[src/hw/rtl/kcdl_pkg.sv]
// ----------------------------------------------------------------------------
// Keypad and card door lock: shared types and constants
// Item, result and register types, key and event codes, and the
// one-hot codes of the lock mode.
// ----------------------------------------------------------------------------
package kcdl_pkg;

	localparam int CMD_W     = 2;
	localparam int DIST_W    = 9;
	localparam int KEY_W     = 4;
	localparam int UID_W     = 32;
	localparam int TIMER_W   = 16;
	localparam int EVENT_W   = 3;
	localparam int SHOWN_W   = 4;
	localparam int LMODE_W   = 2;
	localparam int CFG_IDX_W = 2;
	localparam int CFG_DAT_W = 32;

	typedef logic [KEY_W-1:0] key_t;

	localparam logic [CMD_W-1:0] CMD_TICK   = 2'd0;
	localparam logic [CMD_W-1:0] CMD_KEY    = 2'd1;
	localparam logic [CMD_W-1:0] CMD_CARD   = 2'd2;
	localparam logic [CMD_W-1:0] CMD_REMOTE = 2'd3;

	localparam key_t KEY_MENU_EXIT = 4'd0;
	localparam key_t KEY_SET_ADMIN = 4'd1;
	localparam key_t KEY_SET_USER  = 4'd2;
	localparam key_t KEY_CLEAR     = 4'd14;
	localparam key_t KEY_ENTER     = 4'd15;

	localparam logic [CFG_IDX_W-1:0] CFG_OPEN_TICKS   = 2'd0;
	localparam logic [CFG_IDX_W-1:0] CFG_ACTIVE_TICKS = 2'd1;
	localparam logic [CFG_IDX_W-1:0] CFG_NEAR_LIMIT   = 2'd2;
	localparam logic [CFG_IDX_W-1:0] CFG_CARD_UID     = 2'd3;

	localparam logic [TIMER_W-1:0] RST_OPEN_TICKS   = 16'd80;
	localparam logic [TIMER_W-1:0] RST_ACTIVE_TICKS = 16'd150;
	localparam logic [DIST_W-1:0]  RST_NEAR_LIMIT   = 9'd15;
	localparam logic [UID_W-1:0]   RST_CARD_UID     = 32'hCC6B_3702;

	localparam int   DEF_CODE_LEN = 4;
	localparam key_t DEF_USER_CODE  [DEF_CODE_LEN] = '{4'd1, 4'd2, 4'd3, 4'd4};
	localparam key_t DEF_ADMIN_CODE [DEF_CODE_LEN] = '{4'd4, 4'd3, 4'd2, 4'd1};

	typedef enum logic [EVENT_W-1:0] {
		EV_NONE        = 3'd0,
		EV_OPENED      = 3'd1,
		EV_CLOSED      = 3'd2,
		EV_WRONG_CODE  = 3'd3,
		EV_WRONG_CARD  = 3'd4,
		EV_WRONG_ADMIN = 3'd5,
		EV_CHANGED     = 3'd6
	} event_t;

	typedef enum logic [3:0] {
		M_NORMAL    = 4'b0001,
		M_ADMIN_TRY = 4'b0010,
		M_MENU      = 4'b0100,
		M_NEW_CODE  = 4'b1000
	} mode_t;

	typedef enum logic [1:0] {
		TGT_NONE  = 2'd0,
		TGT_ADMIN = 2'd1,
		TGT_USER  = 2'd2
	} target_t;

	localparam logic [LMODE_W-1:0] LM_NORMAL    = 2'd0;
	localparam logic [LMODE_W-1:0] LM_ADMIN_TRY = 2'd1;
	localparam logic [LMODE_W-1:0] LM_MENU      = 2'd2;
	localparam logic [LMODE_W-1:0] LM_NEW_CODE  = 2'd3;

	typedef struct packed {
		logic [CMD_W-1:0]  cmd;
		logic [DIST_W-1:0] distance_cm;
		key_t              key_code;
		logic [UID_W-1:0]  card_uid;
		logic              remote_open;
	} item_t;

	typedef struct packed {
		logic                door_open;
		logic                lock_active;
		event_t              event_res;
		logic [SHOWN_W-1:0]  entered_keys;
		logic [LMODE_W-1:0]  lock_mode;
	} res_t;

	typedef struct packed {
		logic [TIMER_W-1:0] open_ticks;
		logic [TIMER_W-1:0] active_ticks;
		logic [DIST_W-1:0]  near_limit_cm;
		logic [UID_W-1:0]   valid_card_uid;
	} cfg_t;

endpackage

[src/hw/rtl/kcdl_core.sv]
// ----------------------------------------------------------------------------
// Keypad and card door lock: lock state and event handling
// Holds the lock state and code stores and applies one event item per
// accepted cycle, producing the result item for that event.
// ----------------------------------------------------------------------------
module kcdl_core import kcdl_pkg::*; #(
	parameter int MAX_CODE = 8
) (
	input  logic  clk,
	input  logic  arst_n,
	input  logic  accept,
	input  item_t item,
	input  cfg_t  cfg,
	output res_t  res
);

	localparam int IDX_W   = (MAX_CODE > 1) ? $clog2(MAX_CODE) : 1;
	localparam int CNT_W   = $clog2(MAX_CODE + 1);
	localparam int DEF_LEN = (MAX_CODE < DEF_CODE_LEN) ? MAX_CODE : DEF_CODE_LEN;

	mode_t              mode_q, n_mode;
	target_t            tgt_q, n_tgt;
	logic               door_q, n_door;
	logic               active_q, n_active;
	logic               hold_q, n_hold;
	logic [TIMER_W-1:0] active_left_q, n_active_left;
	logic [TIMER_W-1:0] open_left_q, n_open_left;
	logic [CNT_W-1:0]   pin_cnt_q, n_pin_cnt;
	logic [CNT_W-1:0]   aux_cnt_q, n_aux_cnt;
	logic [CNT_W-1:0]   user_len_q, n_user_len;
	logic [CNT_W-1:0]   admin_len_q, n_admin_len;
	key_t               pin_keys_q   [MAX_CODE];
	key_t               aux_keys_q   [MAX_CODE];
	key_t               user_code_q  [MAX_CODE];
	key_t               admin_code_q [MAX_CODE];

	logic               pin_we, aux_we, copy_user, copy_admin;
	logic               pin_ok, aux_ok, near;
	event_t             ev;
	logic [CNT_W-1:0]   shown;
	logic [CNT_W+3:0]   shown_ext;

	always_comb begin
		pin_ok = (pin_cnt_q == user_len_q);
		aux_ok = (aux_cnt_q == admin_len_q);
		for (int i = 0; i < MAX_CODE; i++) begin
			if (CNT_W'(i) < pin_cnt_q && pin_keys_q[i] != user_code_q[i]) begin
				pin_ok = 1'b0;
			end
			if (CNT_W'(i) < aux_cnt_q && aux_keys_q[i] != admin_code_q[i]) begin
				aux_ok = 1'b0;
			end
		end
	end

	assign near = (item.distance_cm != '0) && (item.distance_cm < cfg.near_limit_cm);

	always_comb begin
		n_mode        = mode_q;
		n_tgt         = tgt_q;
		n_door        = door_q;
		n_active      = active_q;
		n_hold        = hold_q;
		n_active_left = active_left_q;
		n_open_left   = open_left_q;
		n_pin_cnt     = pin_cnt_q;
		n_aux_cnt     = aux_cnt_q;
		n_user_len    = user_len_q;
		n_admin_len   = admin_len_q;
		pin_we        = 1'b0;
		aux_we        = 1'b0;
		copy_user     = 1'b0;
		copy_admin    = 1'b0;
		ev            = EV_NONE;

		unique case (item.cmd)
			CMD_TICK: begin
				if (near) begin
					n_active_left = cfg.active_ticks;
					n_active      = 1'b1;
				end else if (n_active_left != '0) begin
					n_active_left = n_active_left - 1'b1;
				end
				if (n_active && n_active_left == '0 && !n_door && !n_hold) begin
					n_active  = 1'b0;
					n_pin_cnt = '0;
					n_door    = 1'b0;
					n_hold    = 1'b0;
					n_mode    = M_NORMAL;
					n_aux_cnt = '0;
					n_tgt     = TGT_NONE;
				end
				if (n_open_left != '0) begin
					n_open_left = n_open_left - 1'b1;
				end
				if (n_door && n_open_left == '0 &&
						(n_mode == M_NORMAL || n_mode == M_ADMIN_TRY)) begin
					n_door    = 1'b0;
					n_hold    = 1'b0;
					n_mode    = M_NORMAL;
					n_aux_cnt = '0;
					n_tgt     = TGT_NONE;
					ev        = EV_CLOSED;
				end
			end
			CMD_KEY: begin
				unique case (mode_q)
					M_NORMAL: begin
						if (active_q) begin
							if (item.key_code == KEY_ENTER) begin
								n_pin_cnt = '0;
								n_aux_cnt = '0;
								n_tgt     = TGT_NONE;
								if (pin_ok) begin
									n_door      = 1'b1;
									n_open_left = cfg.open_ticks;
									n_mode      = M_ADMIN_TRY;
									ev          = EV_OPENED;
								end else begin
									n_door = 1'b0;
									n_hold = 1'b0;
									n_mode = M_NORMAL;
									ev     = EV_WRONG_CODE;
								end
							end else if (item.key_code == KEY_CLEAR) begin
								n_pin_cnt = '0;
							end else if (pin_cnt_q < CNT_W'(MAX_CODE)) begin
								pin_we    = 1'b1;
								n_pin_cnt = pin_cnt_q + 1'b1;
							end
						end
					end
					M_ADMIN_TRY: begin
						if (item.key_code == KEY_ENTER) begin
							n_aux_cnt = '0;
							if (aux_ok) begin
								n_mode = M_MENU;
							end else begin
								n_mode = M_NORMAL;
								ev     = EV_WRONG_ADMIN;
							end
						end else if (item.key_code == KEY_CLEAR) begin
							n_aux_cnt = '0;
						end else if (aux_cnt_q < CNT_W'(MAX_CODE)) begin
							aux_we    = 1'b1;
							n_aux_cnt = aux_cnt_q + 1'b1;
						end
					end
					M_MENU: begin
						if (item.key_code == KEY_MENU_EXIT) begin
							n_mode = M_NORMAL;
						end else begin
							n_tgt     = (item.key_code == KEY_SET_ADMIN) ? TGT_ADMIN :
								(item.key_code == KEY_SET_USER) ? TGT_USER : TGT_NONE;
							n_aux_cnt = '0;
							n_mode    = M_NEW_CODE;
						end
					end
					M_NEW_CODE: begin
						if (item.key_code == KEY_ENTER) begin
							if (tgt_q == TGT_ADMIN) begin
								copy_admin  = 1'b1;
								n_admin_len = aux_cnt_q;
							end else if (tgt_q == TGT_USER) begin
								copy_user  = 1'b1;
								n_user_len = aux_cnt_q;
							end
							n_aux_cnt = '0;
							n_tgt     = TGT_NONE;
							n_mode    = M_MENU;
							ev        = EV_CHANGED;
						end else if (item.key_code == KEY_CLEAR) begin
							n_aux_cnt = '0;
						end else if (aux_cnt_q < CNT_W'(MAX_CODE)) begin
							aux_we    = 1'b1;
							n_aux_cnt = aux_cnt_q + 1'b1;
						end
					end
					default: begin
						n_mode = M_NORMAL;
					end
				endcase
			end
			CMD_CARD: begin
				if (mode_q == M_NORMAL && active_q) begin
					n_aux_cnt = '0;
					n_tgt     = TGT_NONE;
					if (item.card_uid == cfg.valid_card_uid) begin
						n_door      = 1'b1;
						n_open_left = cfg.open_ticks;
						n_mode      = M_ADMIN_TRY;
						ev          = EV_OPENED;
					end else begin
						n_door = 1'b0;
						n_hold = 1'b0;
						n_mode = M_NORMAL;
						ev     = EV_WRONG_CARD;
					end
				end
			end
			CMD_REMOTE: begin
				n_aux_cnt = '0;
				n_tgt     = TGT_NONE;
				if (item.remote_open) begin
					n_hold      = 1'b1;
					n_active    = 1'b1;
					n_door      = 1'b1;
					n_open_left = cfg.open_ticks;
					n_mode      = M_ADMIN_TRY;
					ev          = EV_OPENED;
				end else begin
					n_door = 1'b0;
					n_hold = 1'b0;
					n_mode = M_NORMAL;
					ev     = EV_CLOSED;
				end
			end
		endcase
	end

	always_comb begin
		res = '0;
		unique case (n_mode)
			M_NORMAL: begin
				shown         = n_pin_cnt;
				res.lock_mode = LM_NORMAL;
			end
			M_ADMIN_TRY: begin
				shown         = n_aux_cnt;
				res.lock_mode = LM_ADMIN_TRY;
			end
			M_MENU: begin
				shown         = '0;
				res.lock_mode = LM_MENU;
			end
			M_NEW_CODE: begin
				shown         = n_aux_cnt;
				res.lock_mode = LM_NEW_CODE;
			end
			default: begin
				shown         = '0;
				res.lock_mode = LM_NORMAL;
			end
		endcase
		shown_ext        = {4'b0000, shown};
		res.door_open    = n_door;
		res.lock_active  = n_active;
		res.event_res    = ev;
		res.entered_keys = shown_ext[SHOWN_W-1:0];
	end

	always_ff @(posedge clk or negedge arst_n) begin
		if (!arst_n) begin
			mode_q        <= M_NORMAL;
			tgt_q         <= TGT_NONE;
			door_q        <= 1'b0;
			active_q      <= 1'b0;
			hold_q        <= 1'b0;
			active_left_q <= '0;
			open_left_q   <= '0;
			pin_cnt_q     <= '0;
			aux_cnt_q     <= '0;
			user_len_q    <= CNT_W'(DEF_LEN);
			admin_len_q   <= CNT_W'(DEF_LEN);
			for (int i = 0; i < MAX_CODE; i++) begin
				if (i < DEF_LEN) begin
					user_code_q[i]  <= DEF_USER_CODE[2'(i)];
					admin_code_q[i] <= DEF_ADMIN_CODE[2'(i)];
				end else begin
					user_code_q[i]  <= '0;
					admin_code_q[i] <= '0;
				end
			end
		end else if (accept) begin
			mode_q        <= n_mode;
			tgt_q         <= n_tgt;
			door_q        <= n_door;
			active_q      <= n_active;
			hold_q        <= n_hold;
			active_left_q <= n_active_left;
			open_left_q   <= n_open_left;
			pin_cnt_q     <= n_pin_cnt;
			aux_cnt_q     <= n_aux_cnt;
			user_len_q    <= n_user_len;
			admin_len_q   <= n_admin_len;
			if (copy_user) begin
				user_code_q <= aux_keys_q;
			end
			if (copy_admin) begin
				admin_code_q <= aux_keys_q;
			end
		end
	end

	always_ff @(posedge clk) begin
		if (accept && pin_we) begin
			pin_keys_q[pin_cnt_q[IDX_W-1:0]] <= item.key_code;
		end
		if (accept && aux_we) begin
			aux_keys_q[aux_cnt_q[IDX_W-1:0]] <= item.key_code;
		end
	end

endmodule

[config.mk]
export PLATFORM = sky130hd
export DESIGN_NAME = kcdl_core
export DESIGN_NICKNAME = d
export VERILOG_FILES = /design/src/hw/rtl/kcdl_pkg.sv /design/src/hw/rtl/kcdl_core.sv
export SDC_FILE = /design/constraint.sdc
export NUM_CORES = 1
export LEC_CHECK = 0
export ABC_AREA = 1
export BUFFER_PORTS_ARGS = -buffer_cell sky130_fd_sc_hd__buf_2
export CORE_MARGIN = 2
export CORE_UTILIZATION = 30
export DETAILED_ROUTE_END_ITERATION = 12
export HOLD_SLACK_MARGIN = 0.02
export SETUP_SLACK_MARGIN = 0.4
export SYNTH_ARGS = -nofsm -noshare
export SYNTH_HDL_FRONTEND = slang
export SYNTH_SLANG_ARGS = --single-unit
[constraint.sdc]
create_clock -name clk -period 2.75 [get_ports clk]
set_clock_uncertainty 0.2 [all_clocks]
set_input_delay 0.275 -clock clk [delete_from_list [all_inputs] [get_ports clk]]
set_output_delay 0.275 -clock clk [all_outputs]
set_load 0.01 [all_outputs]
After elaboration in Yosys (flattened, before gate mapping). Memories as Yosys holds them, arrays and structs flattened. Cells that the tools add are included.

Register bits after elaboration: 153. Memory bits (writable): 32. Input port bits: 124. Output and inout bits: 11. Word-level logic and storage cells: 296. Memories: 1.

Add/sub/neg operators: 4. Order comparisons: 21. Eq/ne operators: 51. Multiplexer cells: 136. Bitwise operators: 2. Reduce and logical (&&, ||, !) cells: 46.

Memory list: pin_keys_q (depth 8, width 4, read ports 8, clocked after memory_dff 0, wr ports 1, RTL line kcdl_core.sv:32) `key_t pin_keys_q [MAX_CODE];`.

Operator list (number): $mux W16 (12); $mux W4 (25); $ne A4 B4 Y1 (16); $pmux W16 S4 (1); $mux W1 (60); $pmux W4 S4 (3); $bwmux W32 (1); $eq A32 B32 Y1 (1); $logic_not A16 Y1 (2); $lt A3 B4 Y1 const A (8); $mux W2 (16); $reduce_bool A16 Y1 (2); $sub A16 B1 Y16 const B (2); $logic_and A1 B1 Y1 (26); $mux W3 (6); $ne A2 B2 Y1 const B (9); $eq A4 B1 Y1 const B (4); $eq A4 B2 Y1 const B (4); $eq A4 B4 Y1 const B (4); $lt A1 B4 Y1 const A (4); $lt A2 B4 Y1 const A (4); $pmux W4 S2 (2); $reduce_and A8 Y1 (2); $demux W4 S3 (1); other kinds (29) (45).

Longest topological paths before layout. An unclocked memory read counts as a cell.

Depth after elaboration: 19. Gate-level depth with buffers: 22. Depth with buffers taken out: 21.

Least setup slack after synthesis. OpenSTA, ideal clock, no wires.

Path kind: input to output. Start point: input cfg[40] (netlist bit). End point: output res[0] (netlist bit). Arrival time: 2.292 ns. Required time: 2.275 ns. Slack: -0.017 ns. Stages on the path: 21. Buffers on the path: 1. Cells stage by stage: inv_1 > ha_1 > nand2_1 > inv_1 > nand2_1 > nand2_2 > nor2_8 > nand3_4 > buf_6 > nand2_1 > nand2_1 > nor2_2 > nand2_1 > nor2_4 > nand3_4 > nand3_2 > nand2_2 > clkinv_1 > nand2_1 > nand2_2 > and2_1.

RTL lines: start, declared (RTL line kcdl_core.sv:13) `input cfg_t cfg,`; end, declared (RTL line kcdl_core.sv:14) `output res_t res`.

==> results.md <==
- The average footprint of a synthesized cell is 8.02 um2.
- Together, buffers and inverters on the worst path number 4.
- TritonCTS built the clock tree.
- The maximum vdd ir drop is 0.389 mV.
- The I/O pin total is 135.
- The worst setup margin is -0.782 ns.
- The count of final hold-check violations came to 0.
- The maximum net fanout on the critical path is 6.
- The number of levels in the clock H-tree is 4.
- The routability congestion estimate is 0.902.
- After the first detailed-routing iteration, the DRC count stood at 556.
- In this run the static leakage power is 0.00722 uW.
- Once detail routing completed, the nets flagged for antenna violations numbered 0.
- The total of endpoints with negative setup slack in the final report is 20.
- After detailed placement, the design holds a cell count of 2,098.
- The nature of the critical path startpoint is a flip-flop.
- The most prevalent standard cell on the critical path is nand2_1.
- Across every metal layer, demand over resource in global routing totals 0.164.
- The critical path in this run is classified as reg2out.
- For this configuration, the core starts out at a cell density of 0.306.
- The part of the cycle the worst path needs is 1.28.
- The synthesis-stage register bit count is 185.
- In this run, synthesis inferred 64 flip-flops with an integrated enable.
- TritonCTS created 17 clock buffers.
- Final hold analysis gives a worst-case slack of 0.0470 ns.
- The routed design has 31,300 um of wire.
- Summing all multi-input logic gate instances after layout gives 6080 um2.
- The final layout net count is 1,846.
- Buffers placed on the I/O ports in this run total 134.
- For the pin with the worst max-slew slack, the measured transition is 0.592 ns.
- The number of nets produced by synthesis is 1,505.
- The area occupied by registers is 4960 um2.
- The first detailed-routing pass took 9 iterations.
- In the routed layout, each cell is associated on average with a via count of 4.69.
- Clock tree synthesis found a total of 185 sinks.
- Of the cells placed in the final design, the portion with a size suffix greater than 1 is 0.355.
- The post-synthesis to final-layout area growth is 41.6%.
- No sink is reached through more buffers than the 2 on the longest clock path.
- The maximum number of pins on one net before global-route repair is 73.
- The via count of the first global-routing pass is 10,300.
- Among all stages on the critical path, the largest delay is contributed by dfrtp_1.
- The shortest clock period the worst path allows after layout is 3.53 ns.
- The floorplan has 69 rows.
- The clock latency of the later-clocked register in the worst-skew pair is 0.44 ns.
- The average wire per standard cell is 14.4 um.
- The Yosys step of the flow raised 0 warnings.
- The count of fill cells added during filler insertion is 3,501.
- Max-cap violations in this run came to 0.
- The count of pins over their slew limit came to 0.
- The number of standard cells after synthesis is 1,363.
- The summed negative setup slack over all endpoints is -7.11 ns.
- The first global-routing pass estimated 50,300 um of wire.
- The type of destination of the critical path is an output pin.
- The height of the die is 195 um.
- The share of synthesized area in the top cell type comes to 0.259.
- The maximum frequency from static timing analysis is 0.283 GHz.
- The tree is rooted in a clkbuf_16.
- Traced cell by cell, the critical path runs through inv_2 > ha_4 > nand2_4 > nor2_4 > buf_6 > xor2_1 > nand2_1 > nand2_1 > o21ai_2 > nand2_1 > nor2_2 > nand3_4 > buf_4 > nand2_4 > o21ai_0 > nand3_2 > nand2_2 > buf_2.
- The checks that failed: design-rule violations, negative setup slack.
- In this design, the stage delay of the slowest critical-path cell is 0.40 ns.
- The CTS clock-pin slew for the worst setup and hold paths is 0.07 ns.
- The flow ran to the end, but the final reports show violations.
- The required arrival time at the worst endpoint is 2.28 ns.
- For this run, asynchronously set or reset flops after synthesis account for 0.654.
- The portion of the post-synthesis area used by sequential elements is 0.454.
- Broken down by cell family, the worst path's largest delay share belongs to simple AND/OR/NAND/NOR gates.
- Setup repair after global routing could not meet its margin everywhere.
- The placement-stage worst setup slack is -0.512 ns.
- The setup slack on the worst flop-to-flop path is -0.14 ns.
- After synthesis the cells add up to 10,900 um2.
- Measured against its own limit, the worst slew margin works out to 0.606.
- The path class of the tightest hold or removal check is in2reg.
- The post-detailed-placement half-perimeter wirelength is 22,700 um.
- In the post-synthesis netlist, the biggest area contributors are dfrtp_1 (26%), edfxtp_1 (18%), nand2_1 (13%).
- The biggest area contributor in the post-synthesis netlist is dfrtp_1.
- After detailed routing, the number of remaining DRC violations is 2.
- After global routing the overflow that remains totals 0.
- The initial antenna violation count is 1.
- The area inside the core boundary is 35,700 um2.
- The number of non-filler instances in the completed layout is 2,179.
- For this run, the share of the core covered by cells in the final layout is 0.433.
- The x dimension of the die is 195 um.
- For this run, the leading register cell type out of synthesis is dfrtp_1.
- The power per standard cell area is 565 nW/um2.
- After synthesis, the netlist uses 53 different library cells.
- The floorplan step defined a die boundary enclosing 38,000 um2.
- The total vias in the final route is 10,200.
- The data arrival time of the worst path is 3.06 ns.
==> synth_stat cells (15+ instances only) <==
cell type	count
nor2_2	15
dfrtp_1	113
edfxtp_1	64
nand4_1	24
o21ai_0	138
nand3_1	65
nor2_1	103
ha_1	18
xor2_1	33
clkbuf_1	29
inv_1	157
nand2_1	371
xnor2_1	72
nand2_2	15
a21oi_1	16
nor3_1	23
==> area by class of cell <==
class,count,share of cell area
diodes,1,0.000162
clock buffers,22,0.0293
clock inverters,10,0.0103
inverters,167,0.0430
multi-input cells,974,0.393
flip-flops and latches,185,0.320
well taps,461,0.0373
repair buffers,356,0.164
repair inverters,3,0.00315
==> repair_timing <==
item                                    in CTS  in global routing
hold endpoints to repair                    58                  0
setup buffers                               13                 10
gates resized for setup                     80                160
gates cloned                                 3                  2
pin swaps                                   22                 48
hold buffers                                20                  0
endpoints found under the setup margin      80                141
==> tightest hold or removal path, cell delays in order <==
cell     delay (ns)
buf_2          0.08
nand4_1        0.09
nand2_2        0.09
nand2_1        0.04
o21ai_0        0.07
==> sequential cells by signal (all words and copies together) (netlist names), 16 cells and up <==
register / flops
active_left_q: 16
admin_code_q: 32
aux_keys_q: 32
open_left_q: 16
user_code_q: 32
pin_keys_q: 32
==> layer usage <==
metal  part of all wire  track usage  vias up
met5                  0            0        -
met4              0.016       0.0543        0
met3              0.048       0.0307       44
met2               0.50        0.291      286
met1               0.44        0.201     4806
li1                   -            -     5090
==> cells by family after synthesis <==
logic type               Yosys count  synth area share
AO/OA/AOI/OAI                    200             0.101
XOR/XNOR                         105            0.0841
adder cells (fa/ha/maj)           18            0.0206
buffers and inverters            205            0.0747
flip-flops                       185             0.454
AND/OR/NAND/NOR                  650             0.266
==> where the power goes <==
part | total, uW | internal (uW) | leakage [uW] | switching (uW)
clock | 2620 | 1480 | 0.000295 | 1130
combinational | 2950 | 1370 | 0.00475 | 1580
sequential | 3180 | 3020 | 0.00217 | 160
==> path summary, 6_finish.rpt <==
kind	to	cells after the start	start
worst max-delay path	res[3]	18	active_left_q[0]
worst min-delay path	active_left_q[1]	5	cfg[42]
worst max register to register	hold_q	20	active_left_q[0]
worst min register to register	admin_code_q[25]	2	admin_code_q[25]
max in group asynchronous	admin_code_q[5]	3	arst_n
min in group asynchronous	user_code_q[26]	2	arst_n
==> through the flow <==
stage	instance area, um2	total power (uW)
global placement	13600	5610
global route	15500	9210
floorplan	11200	4500
finish	15500	8740
CTS	14800	8470
detailed placement	13600	5640
==> cell usage in the layout (no fill, tap or decap), drive strengths merged, types with 8 or more instances in the layout <==
master         n
nand3         70
dlygate4sd3   19
buf          336
dfrtp        113
inv          161
ha            18
nand4         25
o22ai         10
clkbuf        22
o21ai        145
nor2         126
nor3          26
clkinv        15
or2            9
dfstp          8
xor2          33
nand2        389
edfxtp        64
xnor2         72
a21oi         19
Note: power is estimated with default switching activity, not from simulation.
