==> src/hw/rtl/kcdl_pkg.sv <==
// ----------------------------------------------------------------------------
// Keypad and card door lock: shared types and constants
// Item, result and register types, key and event codes, and the
// one-hot codes of the lock mode.
// ----------------------------------------------------------------------------
package kcdl_pkg;

	localparam int CMD_W     = 2;
	localparam int DIST_W    = 9;
	localparam int KEY_W     = 4;
	localparam int UID_W     = 32;
	localparam int TIMER_W   = 16;
	localparam int EVENT_W   = 3;
	localparam int SHOWN_W   = 4;
	localparam int LMODE_W   = 2;
	localparam int CFG_IDX_W = 2;
	localparam int CFG_DAT_W = 32;

	typedef logic [KEY_W-1:0] key_t;

	localparam logic [CMD_W-1:0] CMD_TICK   = 2'd0;
	localparam logic [CMD_W-1:0] CMD_KEY    = 2'd1;
	localparam logic [CMD_W-1:0] CMD_CARD   = 2'd2;
	localparam logic [CMD_W-1:0] CMD_REMOTE = 2'd3;

	localparam key_t KEY_MENU_EXIT = 4'd0;
	localparam key_t KEY_SET_ADMIN = 4'd1;
	localparam key_t KEY_SET_USER  = 4'd2;
	localparam key_t KEY_CLEAR     = 4'd14;
	localparam key_t KEY_ENTER     = 4'd15;

	localparam logic [CFG_IDX_W-1:0] CFG_OPEN_TICKS   = 2'd0;
	localparam logic [CFG_IDX_W-1:0] CFG_ACTIVE_TICKS = 2'd1;
	localparam logic [CFG_IDX_W-1:0] CFG_NEAR_LIMIT   = 2'd2;
	localparam logic [CFG_IDX_W-1:0] CFG_CARD_UID     = 2'd3;

	localparam logic [TIMER_W-1:0] RST_OPEN_TICKS   = 16'd80;
	localparam logic [TIMER_W-1:0] RST_ACTIVE_TICKS = 16'd150;
	localparam logic [DIST_W-1:0]  RST_NEAR_LIMIT   = 9'd15;
	localparam logic [UID_W-1:0]   RST_CARD_UID     = 32'hCC6B_3702;

	localparam int   DEF_CODE_LEN = 4;
	localparam key_t DEF_USER_CODE  [DEF_CODE_LEN] = '{4'd1, 4'd2, 4'd3, 4'd4};
	localparam key_t DEF_ADMIN_CODE [DEF_CODE_LEN] = '{4'd4, 4'd3, 4'd2, 4'd1};

	typedef enum logic [EVENT_W-1:0] {
		EV_NONE        = 3'd0,
		EV_OPENED      = 3'd1,
		EV_CLOSED      = 3'd2,
		EV_WRONG_CODE  = 3'd3,
		EV_WRONG_CARD  = 3'd4,
		EV_WRONG_ADMIN = 3'd5,
		EV_CHANGED     = 3'd6
	} event_t;

	typedef enum logic [3:0] {
		M_NORMAL    = 4'b0001,
		M_ADMIN_TRY = 4'b0010,
		M_MENU      = 4'b0100,
		M_NEW_CODE  = 4'b1000
	} mode_t;

	typedef enum logic [1:0] {
		TGT_NONE  = 2'd0,
		TGT_ADMIN = 2'd1,
		TGT_USER  = 2'd2
	} target_t;

	localparam logic [LMODE_W-1:0] LM_NORMAL    = 2'd0;
	localparam logic [LMODE_W-1:0] LM_ADMIN_TRY = 2'd1;
	localparam logic [LMODE_W-1:0] LM_MENU      = 2'd2;
	localparam logic [LMODE_W-1:0] LM_NEW_CODE  = 2'd3;

	typedef struct packed {
		logic [CMD_W-1:0]  cmd;
		logic [DIST_W-1:0] distance_cm;
		key_t              key_code;
		logic [UID_W-1:0]  card_uid;
		logic              remote_open;
	} item_t;

	typedef struct packed {
		logic                door_open;
		logic                lock_active;
		event_t              event_res;
		logic [SHOWN_W-1:0]  entered_keys;
		logic [LMODE_W-1:0]  lock_mode;
	} res_t;

	typedef struct packed {
		logic [TIMER_W-1:0] open_ticks;
		logic [TIMER_W-1:0] active_ticks;
		logic [DIST_W-1:0]  near_limit_cm;
		logic [UID_W-1:0]   valid_card_uid;
	} cfg_t;

endpackage

==> src/hw/rtl/kcdl_skid.sv <==
// ----------------------------------------------------------------------------
// Keypad and card door lock: result output buffer
// Output register with one skid entry, so that an item may be accepted
// while the previous result still waits at the output.
// ----------------------------------------------------------------------------
module kcdl_skid import kcdl_pkg::*; (
	input  logic clk,
	input  logic arst_n,
	input  logic push,
	input  res_t push_d,
	output logic full,
	output logic out_valid,
	input  logic out_ready,
	output res_t out_d
);

	logic out_v_q, skid_v_q;
	res_t out_q, skid_q;

	always_ff @(posedge clk or negedge arst_n) begin
		if (!arst_n) begin
			out_v_q  <= 1'b0;
			skid_v_q <= 1'b0;
		end else if (out_ready || !out_v_q) begin
			out_v_q  <= skid_v_q || push;
			skid_v_q <= 1'b0;
		end else if (push) begin
			skid_v_q <= 1'b1;
		end
	end

	always_ff @(posedge clk) begin
		if (out_ready || !out_v_q) begin
			out_q <= skid_v_q ? skid_q : push_d;
		end else if (push) begin
			skid_q <= push_d;
		end
	end

	assign full      = skid_v_q;
	assign out_valid = out_v_q;
	assign out_d     = out_q;

endmodule

==> config.mk <==
export PLATFORM = sky130hd
export DESIGN_NAME = kcdl_skid
export DESIGN_NICKNAME = d
export VERILOG_FILES = /design/src/hw/rtl/kcdl_pkg.sv /design/src/hw/rtl/kcdl_skid.sv
export SDC_FILE = /design/constraint.sdc
export NUM_CORES = 1
export LEC_CHECK = 0
export BUFFER_PORTS_ARGS = -buffer_cell sky130_fd_sc_hd__buf_2
export CORE_MARGIN = 3
export CORE_UTILIZATION = 40
export CTS_CLUSTER_SIZE = 20
export DETAILED_ROUTE_END_ITERATION = 8
export MAX_ROUTING_LAYER = met4
export PLACE_DENSITY_LB_ADDON = 0.05
export SYNTH_ARGS = -nofsm -noshare
export SYNTH_HDL_FRONTEND = slang
export SYNTH_SLANG_ARGS = --single-unit
==> constraint.sdc <==
create_clock -name clk -period 3.1 [get_ports clk]
set_input_delay 0.62 -clock clk [delete_from_list [all_inputs] [get_ports clk]]
set_output_delay 0.62 -clock clk [all_outputs]
set_load 0.01 [all_outputs]
== Yosys cells after proc, flatten, opt, wreduce, memory -nomap -nowiden ==
Index checks and enable logic that the tools add are counted.
W data, S select, Z words.

* Reduce and logical (&&, ||, !) cells: 5
* Multiplexer cells: 3
* Bitwise operators: 1

{| class="wikitable"
|+ Operators with widths
! cell !! number
|-
| $mux W11 || 1
|-
| $logic_or A1 B1 Y1 || 2
|-
| $mux W1 || 2
|-
| $reduce_and A2 Y1 || 1
|-
| $reduce_bool A2 Y1 || 1
|-
| $logic_not A1 Y1 || 1
|-
| $not A1 Y1 || 1
|}

* Bits in registers: 24
* Output and inout bits: 13
* Logic and storage cells: 21
* Input bits: 15

== Logic depth before layout (Yosys ltp) ==
Gate-level depths: netlist of the first run.

* Word-level depth: 4
* Depth in mapped cells: 3
* Depth with buffers taken out: 2

== Worst setup path before layout of the first run ==
Ideal clock, no wire load.

* Path kind: input-to-reg
* Start: input port out_ready
* End: register skid_q[0] (netlist name) (enable)
* Buffers on the path: 0
* Arrival time: 1549 ps
* Library setup time: 378 ps
* Path slack: 1173 ps
* Required time: 2722 ps
* Cell stages on the path: 2
* Path through: nand2b_1 nor2_1

* Longest elaborated chain between the ends: 3

{| class="wikitable"
|+ Ends and longest elaborated chain
! what !! line !! text
|-
| from (decl) || kcdl_skid.sv:13 || <nowiki>input logic out_ready,</nowiki>
|-
| $logic_or A1 B1 Y1 || kcdl_skid.sv:33 || <nowiki>if (out_ready || !out_v_q) begin</nowiki>
|-
| $not A1 Y1 (no source line) || - ||
|-
| $reduce_and A2 Y1 (no source line) || - ||
|-
| to (signal assigned) || kcdl_skid.sv:36 || <nowiki>skid_q <= push_d;</nowiki>
|-
| to (decl) || kcdl_skid.sv:18 || <nowiki>res_t out_q, skid_q;</nowiki>
|}

Every way passes these cells.
A chain may end at the register's enable or synchronous reset.

== Worst setup path after layout of the first run ==
* Start: register skid_v_q, in the netlist full
* End: output port full

{| class="wikitable"
|+ RTL lines
! what !! line !! text
|-
| from (decl) || kcdl_skid.sv:17 || <nowiki>logic out_v_q, skid_v_q;</nowiki>
|-
| from (signal assigned) || kcdl_skid.sv:23 || <nowiki>skid_v_q <= 1'b0;</nowiki>
|-
| from (signal assigned) || kcdl_skid.sv:26 || <nowiki>skid_v_q <= 1'b0;</nowiki>
|-
| from (signal assigned) || kcdl_skid.sv:28 || <nowiki>skid_v_q <= 1'b1;</nowiki>
|-
| to (decl) || kcdl_skid.sv:11 || <nowiki>output logic full,</nowiki>
|}

No word-level cell between the ends.

==> results.sh, run 1 <==
export IMPL_postLayoutCellArea_mm2=0.00113
export IMPL_worstRegToRegCells=4
export IMPL_rrSetupSlack_ns=1.58
export IMPL_fp_row_count=16
export IMPL_clockBufferDepth=2
export IMPL_antenna_found_initial=0
export IMPL_hold_class="in -> async"
export IMPL_synthCells=42
export IMPL_cp_max_fo=13
export IMPL_cts_resized=0
export IMPL_fmax_mhz=511
export IMPL_synth_top_area_cell="edfxtp_1"
export IMPL_cts_htree_levels=1
export IMPL_start_util_pct=44.3
export IMPL_synth_top_area_share_pct=73.0
export IMPL_synthToLayoutAreaGrowth_pct=24.9
export IMPL_p_per_area_mw_per_mm2=600
export IMPL_cp_slowest_stage_delay_ns=0.78
export IMPL_synth_area_um2=905
export IMPL_layout_drive_gt1_share_pct=59.5
export IMPL_maxCapViolCount=0
export IMPL_startpoint="full"
export IMPL_cp_num_buf_inv=1
export IMPL_clock_sinks=24
export IMPL_grt_pass1_vias=470
export IMPL_setup_ws_ns=1.14
export IMPL_critPathArrivalTime_ns=1.34
export IMPL_cts_hold_buf=0
export IMPL_insertion_delay_ns=0.31
export IMPL_synth_area_top_cells="edfxtp_1 (73%), mux2_4 (15%), dfrtp_1 (5.5%)"
export IMPL_comb_power_share_pct=10.1
export IMPL_final_cells=101
export IMPL_critPathRequiredTime_ns=2.48
export IMPL_layout_commonest_cell="buf_2"
export IMPL_netSwitchingFraction_pct=18.9
export IMPL_yosys_register_bits=24
export IMPL_dr_pass1_iters=3
export IMPL_cts_buffers=3
export IMPL_total_power_uw=677
export IMPL_grt_pass1_wl_um=2010
export IMPL_cell_internal_pwr_uw=549
export IMPL_core_mm2=0.00204
export IMPL_worst_path_stages=1
export IMPL_crit_path_end="full"
export IMPL_period_share_pct=63.1
export IMPL_track_usage_pct=10.5
export IMPL_n_antenna_cell=0
export IMPL_wirelength_um=1260
export IMPL_clk_pin_slew_ns=0.13
export IMPL_finalSetupViolations=0
export IMPL_drcViolationCount=0
export IMPL_hold_slack_ns=0.0647
export IMPL_pwr_share_seq_pct=57.7
export IMPL_power_net_switching_uw=128
export IMPL_vias=453
export IMPL_synth_nets=57
export IMPL_pre_cts_slack_ns=1.11
export IMPL_portBuffers=27
export IMPL_die_area_mm2=0.00287
export IMPL_vdd_ir_drop_max_uv=386
export IMPL_boundaryPins=28
export IMPL_wire_per_inst_um=12.4
export IMPL_dp_cells=97
export IMPL_die_width_um=53.6
export IMPL_placed_cell_area_mm2=0.00108
export IMPL_finalMaxSlewViolations=0
export IMPL_crit_chain="buf_2"
export IMPL_finalHoldViolations=0
export IMPL_r2r_start="out_valid"
export IMPL_ys_seq_area_share_pct=78.6
export IMPL_ant_nets=0
export IMPL_cts_tree="yes"
export IMPL_status="finished, final reports clean"
export IMPL_finalNetCount=90
export IMPL_mostFrequentLayoutCells="buf_2 (27), edfxtp_1 (22), mux2_4 (9)"
export IMPL_gp_congestion=0.643
export IMPL_post_cts_repair_setup_buffers=0
export IMPL_p_leak_nw=0.470
export IMPL_critPathSlowestCell="dfrtp_1"
export IMPL_grt_max_degree=15
export IMPL_finalCriticalPeriod_ns=1.96
export IMPL_cp_start_kind="register"
export IMPL_routed_via_density=4.49
export IMPL_rsz0062_at_grt="false"
export IMPL_synth_warnings=0
export IMPL_grt_overflow=0
export IMPL_utilization_pct=55.3
export IMPL_cpLargestDelayFamily="flip-flops"
export IMPL_drt_initial_drc_count=3
export IMPL_cts_root_buf="clkbuf_4"
export IMPL_crit_type="reg -> out"
export IMPL_fillers=174
export IMPL_finalSetupTns_ns=0
export IMPL_finClkSkew_ns=0.00662
export IMPL_ys_types=9
export IMPL_end_kind="primary output"
export IMPL_clkPwrFrac_pct=32.2
export IMPL_die_y_um=53.6
export IMPL_reg2reg_to="skid_q[0]"
export IMPL_worst_pin_slew_ns=0.648
export IMPL_relSlewSlack_pct=56.8
export IMPL_avgSynthCellArea_um2=21.5
how the worst min path moves through the flow:
stage               cells after the start   endpoint  startpoint  slack [ns]
floorplan                               0       full      arst_n        0.32
global placement                        1       full      arst_n        0.40
detailed placement                      1  out_valid      arst_n        0.41
CTS                                     1  out_valid      arst_n        0.05
global route                            1  out_valid      arst_n        0.02
finish                                  1  out_valid      arst_n        0.06
cell usage after synthesis:
| master | n |
|---|---|
| buf_6 | 1 |
| dfrtp_1 | 2 |
| edfxtp_1 | 22 |
| inv_1 | 1 |
| mux2_2 | 2 |
| mux2_4 | 9 |
| nand2_1 | 1 |
| nand2b_1 | 1 |
| nor2_1 | 3 |
final cells by class:
type / count / area (um^2) / share of cell area [%]
Timing Repair Buffer: 29 / 150 / 13.3
Sequential cell: 24 / 711 / 62.9
Inverter: 1 / 3.75 / 0.332
Clock inverter: 1 / 30.0 / 2.66
Multi-Input combinational cell: 16 / 179 / 15.8
Tap cell: 27 / 33.8 / 2.99
Clock buffer: 3 / 22.5 / 1.99
per-layer routing:
metal  global-route usage, %  up-vias  wire length, um
li1                        -      224                -
met1                    10.6      214              511
met2                    17.8       15              687
met3                    3.32        0               59
met4                    6.38        0                0
met5                       -        -                0
logic make-up (layout without fill, tap and decap cells):
logic type,count (synthesis),in the layout,share of synthesized area [%]
simple gates,5,5,2.35
flops,24,24,78.6
mux,11,11,17.4
buf+inv,2,34,1.66
power groups by stage:
stage	Clock, mW	Sequential [mW]	Combinational (mW)
floorplan	0	0.403	0.0339
global placement	0	0.398	0.0691
detailed placement	0	0.399	0.0698
CTS	0.226	0.391	0.0701
global route	0.245	0.394	0.0752
finish	0.218	0.391	0.0685
flip-flops by register name, indices dropped and copies added, names as in the netlist:
register   count
out_valid      1
skid_q        11
full           1
out_d         11
Note: power is estimated with default switching activity, not from simulation.
==> inputs of run 2 (changes only) <==
clock period = 1.7 ns   (was 3.1 ns; I/O delays follow)
==> run 2 against run 1 <==
Sequential share of layout area grew 0.49 points. Count of clock-buffer cells in the layout grew 1. Wire length grew 1.6%. Sequential power grew 80%. Clock power grew 11%. Critical path type unchanged. Final area shrank 0.77%. Flip-flop and latch count is the same. Combinational power grew 100%. Largest power group unchanged. Non-clock buffer count grew 2. Worst setup slack lost 0.82 ns. Clock skew shrank 0.0023 ns.
==> results.sh, run 2 (synthesis gave the netlist of run 1 again) <==
export IMPL_comb_power_share_pct=12.9
export IMPL_rsz0062_at_grt="false"
export IMPL_start_util_pct=44.3
export IMPL_end_kind="primary output"
export IMPL_portBuffers=27
export IMPL_grt_pass1_wl_um=2170
export IMPL_core_mm2=0.00204
export IMPL_cts_resized=0
export IMPL_post_cts_repair_setup_buffers=0
export IMPL_fmax_mhz=725
export IMPL_netSwitchingFraction_pct=20.7
export IMPL_layout_drive_gt1_share_pct=57.9
export IMPL_cp_start_kind="register"
export IMPL_finalHoldViolations=0
export IMPL_maxCapViolCount=0
export IMPL_vias=466
export IMPL_crit_chain="buf_4 -> buf_2"
export IMPL_die_y_um=53.6
export IMPL_critPathRequiredTime_ns=1.36
export IMPL_power_net_switching_uw=225
export IMPL_routed_via_density=4.52
export IMPL_crit_type="reg -> out"
export IMPL_clock_sinks=24
export IMPL_relSlewSlack_pct=85.9
export IMPL_drt_initial_drc_count=2
export IMPL_period_share_pct=81.1
export IMPL_cell_internal_pwr_uw=858
export IMPL_finalSetupViolations=0
export IMPL_worst_pin_slew_ns=0.212
export IMPL_cts_tree="yes"
export IMPL_status="finished, final reports clean"
export IMPL_boundaryPins=28
export IMPL_antenna_found_initial=0
export IMPL_finalNetCount=92
export IMPL_p_per_area_mw_per_mm2=966
export IMPL_cpLargestDelayFamily="buffers and inverters"
export IMPL_p_leak_nw=0.466
export IMPL_cts_root_buf="clkbuf_4"
export IMPL_finalMaxSlewViolations=0
export IMPL_critPathSlowestCell="dfrtp_1"
export IMPL_cts_htree_levels=1
export IMPL_insertion_delay_ns=0.30
export IMPL_cp_max_fo=13
export IMPL_drcViolationCount=0
export IMPL_gp_congestion=0.664
export IMPL_clockBufferDepth=2
export IMPL_mostFrequentLayoutCells="buf_2 (27), edfxtp_1 (22), mux2_4 (9)"
export IMPL_clkPwrFrac_pct=22.3
export IMPL_grt_max_degree=14
export IMPL_dr_pass1_iters=2
export IMPL_vdd_ir_drop_max_uv=693
export IMPL_synthToLayoutAreaGrowth_pct=23.9
export IMPL_ant_nets=0
export IMPL_grt_overflow=0
export IMPL_clk_pin_slew_ns=0.12
export IMPL_critPathArrivalTime_ns=1.04
export IMPL_wirelength_um=1280
export IMPL_finalCriticalPeriod_ns=1.38
export IMPL_hpwl_um=944
export IMPL_placed_cell_area_mm2=0.00108
export IMPL_cp_num_buf_inv=2
export IMPL_layout_commonest_cell="buf_2"
export IMPL_wire_per_inst_um=12.4
export IMPL_finClkSkew_ns=0.00437
export IMPL_postLayoutCellArea_mm2=0.00112
export IMPL_hold_class="in -> reg"
export IMPL_grt_pass1_vias=484
export IMPL_finalSetupTns_ns=0
export IMPL_die_area_mm2=0.00287
export IMPL_die_width_um=53.6
export IMPL_n_antenna_cell=0
export IMPL_pwr_share_seq_pct=64.8
export IMPL_cts_buffers=3
export IMPL_cp_slowest_stage_delay_ns=0.34
export IMPL_fp_row_count=16
export IMPL_track_usage_pct=11.5
[run 2: cell count changes in the layout (fill, tap and decap cells not counted)]
cell and change:
buf_4 +1, dlygate4sd3_1 +1, clkbuf_1 +1, bufinv_16 -1
[run 2: power by group through the flow]
stage               Clock, mW  Sequential, mW  Combinational (mW)
floorplan                   0           0.735              0.0618
global placement            0           0.715               0.141
detailed placement          0           0.716               0.141
CTS                     0.259           0.703               0.143
global route            0.279           0.707               0.155
finish                  0.241           0.702               0.140
[run 2: worst paths after layout]
path / end / slack [ns] / start / depth (start not counted)
min reg2reg: out_d[6] / 0.56 / skid_q[6] / 1
max in group asynchronous: out_valid / 1.26 / arst_n / 2
min in group asynchronous: full / 0.35 / arst_n / 2
min: skid_q[7] / 0.22 / push_d[7] / 1
max: full / 0.32 / full / 2
max reg2reg: out_d[8] / 0.53 / full / 2
[run 2: metrics by stage]
step | power (mW) | utilization [%] | std cells | setup WS (ns) | hold WS (ns)
2_1_floorplan | 0.797 | - | 42 | 0.0528 | 0.0444
3_3_place_gp | 0.856 | 53.1 | 98 | 0.511 | 0.125
3_5_place_dp | 0.857 | 53.1 | 98 | 0.524 | 0.126
4_1_cts | 1.10 | 54.9 | 103 | 0.288 | 0.200
5_1_grt | 1.14 | 54.9 | 103 | 0.228 | 0.196
6_report | 1.08 | 54.9 | 103 | 0.322 | 0.220
[run 2: area by class of cell]
| cell class | instances | area (um^2) |
|---|---|---|
| Tap cell | 27 | 33.8 |
| Clock buffer | 4 | 26.3 |
| Inverter | 1 | 3.75 |
| Fill cell | 186 | 921 |
| Timing Repair Buffer | 31 | 168 |
| Sequential cell | 24 | 711 |
| Multi-Input combinational cell | 16 | 179 |
[run 2: worst reg2reg max path, stage by stage, from the launching register on]
cell and delay [ns]:
dfrtp_1 0.34, buf_4 0.23, mux2_2 0.36
[run 2: what timing repair did]
item,CTS,global route
setup endpoints to repair,0,0
endpoints found under the hold margin,2,0
hold buffers,1,0
[run 2: per-layer routing]
metal / track usage (%) / share of wire (%) / up-vias
li1: - / - / 227
met1: 12.0 / 40 / 220
met2: 19.6 / 52 / 17
met3: 4.99 / 7.0 / 2
met4: 3.83 / 0.70 / 0
met5: - / 0 / -
==> inputs of run 3 (changes only) <==
ABC_AREA = 1   (was unset)
clock period = 1.15 ns   (was 1.7 ns; I/O delays follow)
==> run 3 against run 2 <==
Final area increased by 1.0%. Synthesized cell count increased by 60%. Utilization increased by 1.1 points. Final cell count increased by 24%. Die area decreased by 2.1%. Clock power increased by 75%.
==> results.sh, run 3 <==
export IMPL_grt_max_degree=14
export IMPL_period_share_pct=95.8
export IMPL_insertion_delay_ns=0.30
export IMPL_synth_compound_area_share_pct=0
export IMPL_p_leak_nw=0.512
export IMPL_die_area_mm2=0.00281
export IMPL_synth_commonest_cells="nand2_1 (35), edfxtp_1 (22), nor2_1 (3), dfrtp_1 (2), inv_1 (2)"
export IMPL_synth_xor_area_share_pct=0
export IMPL_synth_enable_flop_cells=22
export IMPL_wirelength_um=1550
export IMPL_finalSetupTns_ns=0
export IMPL_critPathSlowestCell="dfrtp_1"
export IMPL_grt_pass1_vias=553
export IMPL_synth_top_area_share_pct=74.8
export IMPL_fmax_mhz=908
export IMPL_synth_area_mux_share_pct=0
export IMPL_core_mm2=0.00202
export IMPL_cts_htree_levels=1
export IMPL_track_usage_pct=13.5
export IMPL_synth_flop_cell="edfxtp_1"
export IMPL_synthSimpleGateAreaFrac_pct=16.1
export IMPL_clock_sinks=24
export IMPL_drt_initial_drc_count=4
export IMPL_worst_pin_slew_ns=0.327
export IMPL_start_util_pct=43.7
export IMPL_setup_ws_ns=0.0482
export IMPL_finalCriticalPeriod_ns=1.10
export IMPL_crit_chain="buf_2"
export IMPL_placed_cell_area_mm2=0.00107
export IMPL_synthCells=67
export IMPL_drcViolationCount=0
export IMPL_yosys_register_bits=24
export IMPL_synth_area_top_cells="edfxtp_1 (75%), nand2_1 (15%), dfrtp_1 (5.7%)"
export IMPL_async_flop_share_pct=8.33
export IMPL_cp_start_kind="register"
export IMPL_min_from="push_d[7]"
export IMPL_die_width_um=53.0
export IMPL_wire_per_inst_um=12.1
export IMPL_dp_cells=122
export IMPL_cp_num_buf_inv=1
export IMPL_pre_cts_slack_ns=0.0476
export IMPL_layout_commonest_cell="nand2_1"
export IMPL_crit_type="reg -> out"
export IMPL_synthToLayoutAreaGrowth_pct=28.2
export IMPL_cp_max_fo=2
export IMPL_grt_pass1_wl_um=2490
export IMPL_synth_area_um2=883
export IMPL_grt_overflow=0
export IMPL_finalSetupViolations=0
export IMPL_critPathRequiredTime_ns=0.92
export IMPL_finalHoldViolations=0
export IMPL_avgSynthCellArea_um2=13.2
export IMPL_end_kind="primary output"
export IMPL_final_cells=128
export IMPL_dr_pass1_iters=4
export IMPL_r2r_start="full"
export IMPL_utilization_pct=56.0
export IMPL_routed_via_density=4.45
export IMPL_gp_congestion=0.669
export IMPL_relSlewSlack_pct=78.2
export IMPL_cts_root_buf="clkbuf_4"
export IMPL_portBuffers=27
export IMPL_postLayoutCellArea_mm2=0.00113
export IMPL_layout_drive_gt1_share_pct=38.6
export IMPL_startpoint="out_valid"
export IMPL_yosysMostFrequentCell="nand2_1"
export IMPL_fp_row_count=16
export IMPL_synthAdderAreaFrac_pct=0
export IMPL_finalNetCount=117
export IMPL_finClkSkew_ns=0.00539
export IMPL_die_y_um=53.0
export IMPL_cts_buffers=3
export IMPL_ys_seq_area_share_pct=80.5
export IMPL_total_power_mw=1.68
export IMPL_vias=570
export IMPL_n_antenna_cell=0
export IMPL_synth_top_area_cell="edfxtp_1"
export IMPL_synth_warnings=0
export IMPL_clockBufferDepth=2
export IMPL_synth_top_family_by_area="simple AND/OR/NAND/NOR gates"
export IMPL_finalMaxSlewViolations=0
export IMPL_hold_slack_ns=0.108
export IMPL_vdd_ir_drop_max_uv=768
export IMPL_status="finished, final reports clean"
export IMPL_critPathArrivalTime_ns=0.87
export IMPL_p_per_area_mw_per_mm2=1480
export IMPL_hold_class="in -> reg"
export IMPL_cp_slowest_stage_delay_ns=0.42
export IMPL_rrSetupSlack_ns=0.06
export IMPL_ys_types=8
export IMPL_ant_nets=0
export IMPL_cpLargestDelayFamily="flip-flops"
export IMPL_maxCapViolCount=0
export IMPL_mostFrequentLayoutCells="nand2_1 (34), buf_2 (26), edfxtp_1 (22)"
export IMPL_clk_pin_slew_ns=0.12
export IMPL_antenna_found_initial=0
export IMPL_boundaryPins=28
export IMPL_hpwl_um=1090
export IMPL_rsz0062_at_grt="true"
export IMPL_cts_tree="yes"
export IMPL_synth_nets=82
==> run 3: logic make-up (layout without fill, tap and decap cells) <==
family | after synthesis | in the layout
buffers and inverters | 5 | 39
and+or+nand+nor | 38 | 38
DFF | 24 | 24
==> run 3: layout make-up <==
type,count,area (um^2)
well taps,27,33.8
flip-flops and latches,24,712
fillers,206,890
clock buffers,4,36.3
repair buffers,32,181
multi-input cells,38,158
inverters,3,11.3
==> run 3: repair_timing <==
item                                   in CTS  in global routing
setup endpoints to repair                   1                 13
endpoints found under the hold margin       2                  0
hold buffers                                1                  0
resized for setup                           1                  1
gates cloned                                0                  0
setup buffers                               1                  0
pin swaps                                   0                  1
==> run 3: layer usage <==
metal	vias up	routed length (um)	share of wire (%)	global-route usage (%)
met5	-	0	0	-
met4	0	14	0.91	6.38
met3	2	75	4.9	3.66
met2	13	819	53	22.1
met1	265	635	41	15.3
li1	290	-	-	-
==> run 3: report_power, final <==
| part | internal [mW] | switching, mW |
|---|---|---|
| sequential | 1.03 | 0.0175 |
| clock | 0.193 | 0.228 |
| combinational | 0.0870 | 0.122 |
==> run 3: path summary, 6_finish.rpt <==
kind,end,cells after the start
max,out_valid,1
min,skid_q[7],1
max reg2reg,out_d[2],4
min reg2reg,out_d[4],2
max in group asynchronous,full,2
min in group asynchronous,full,2
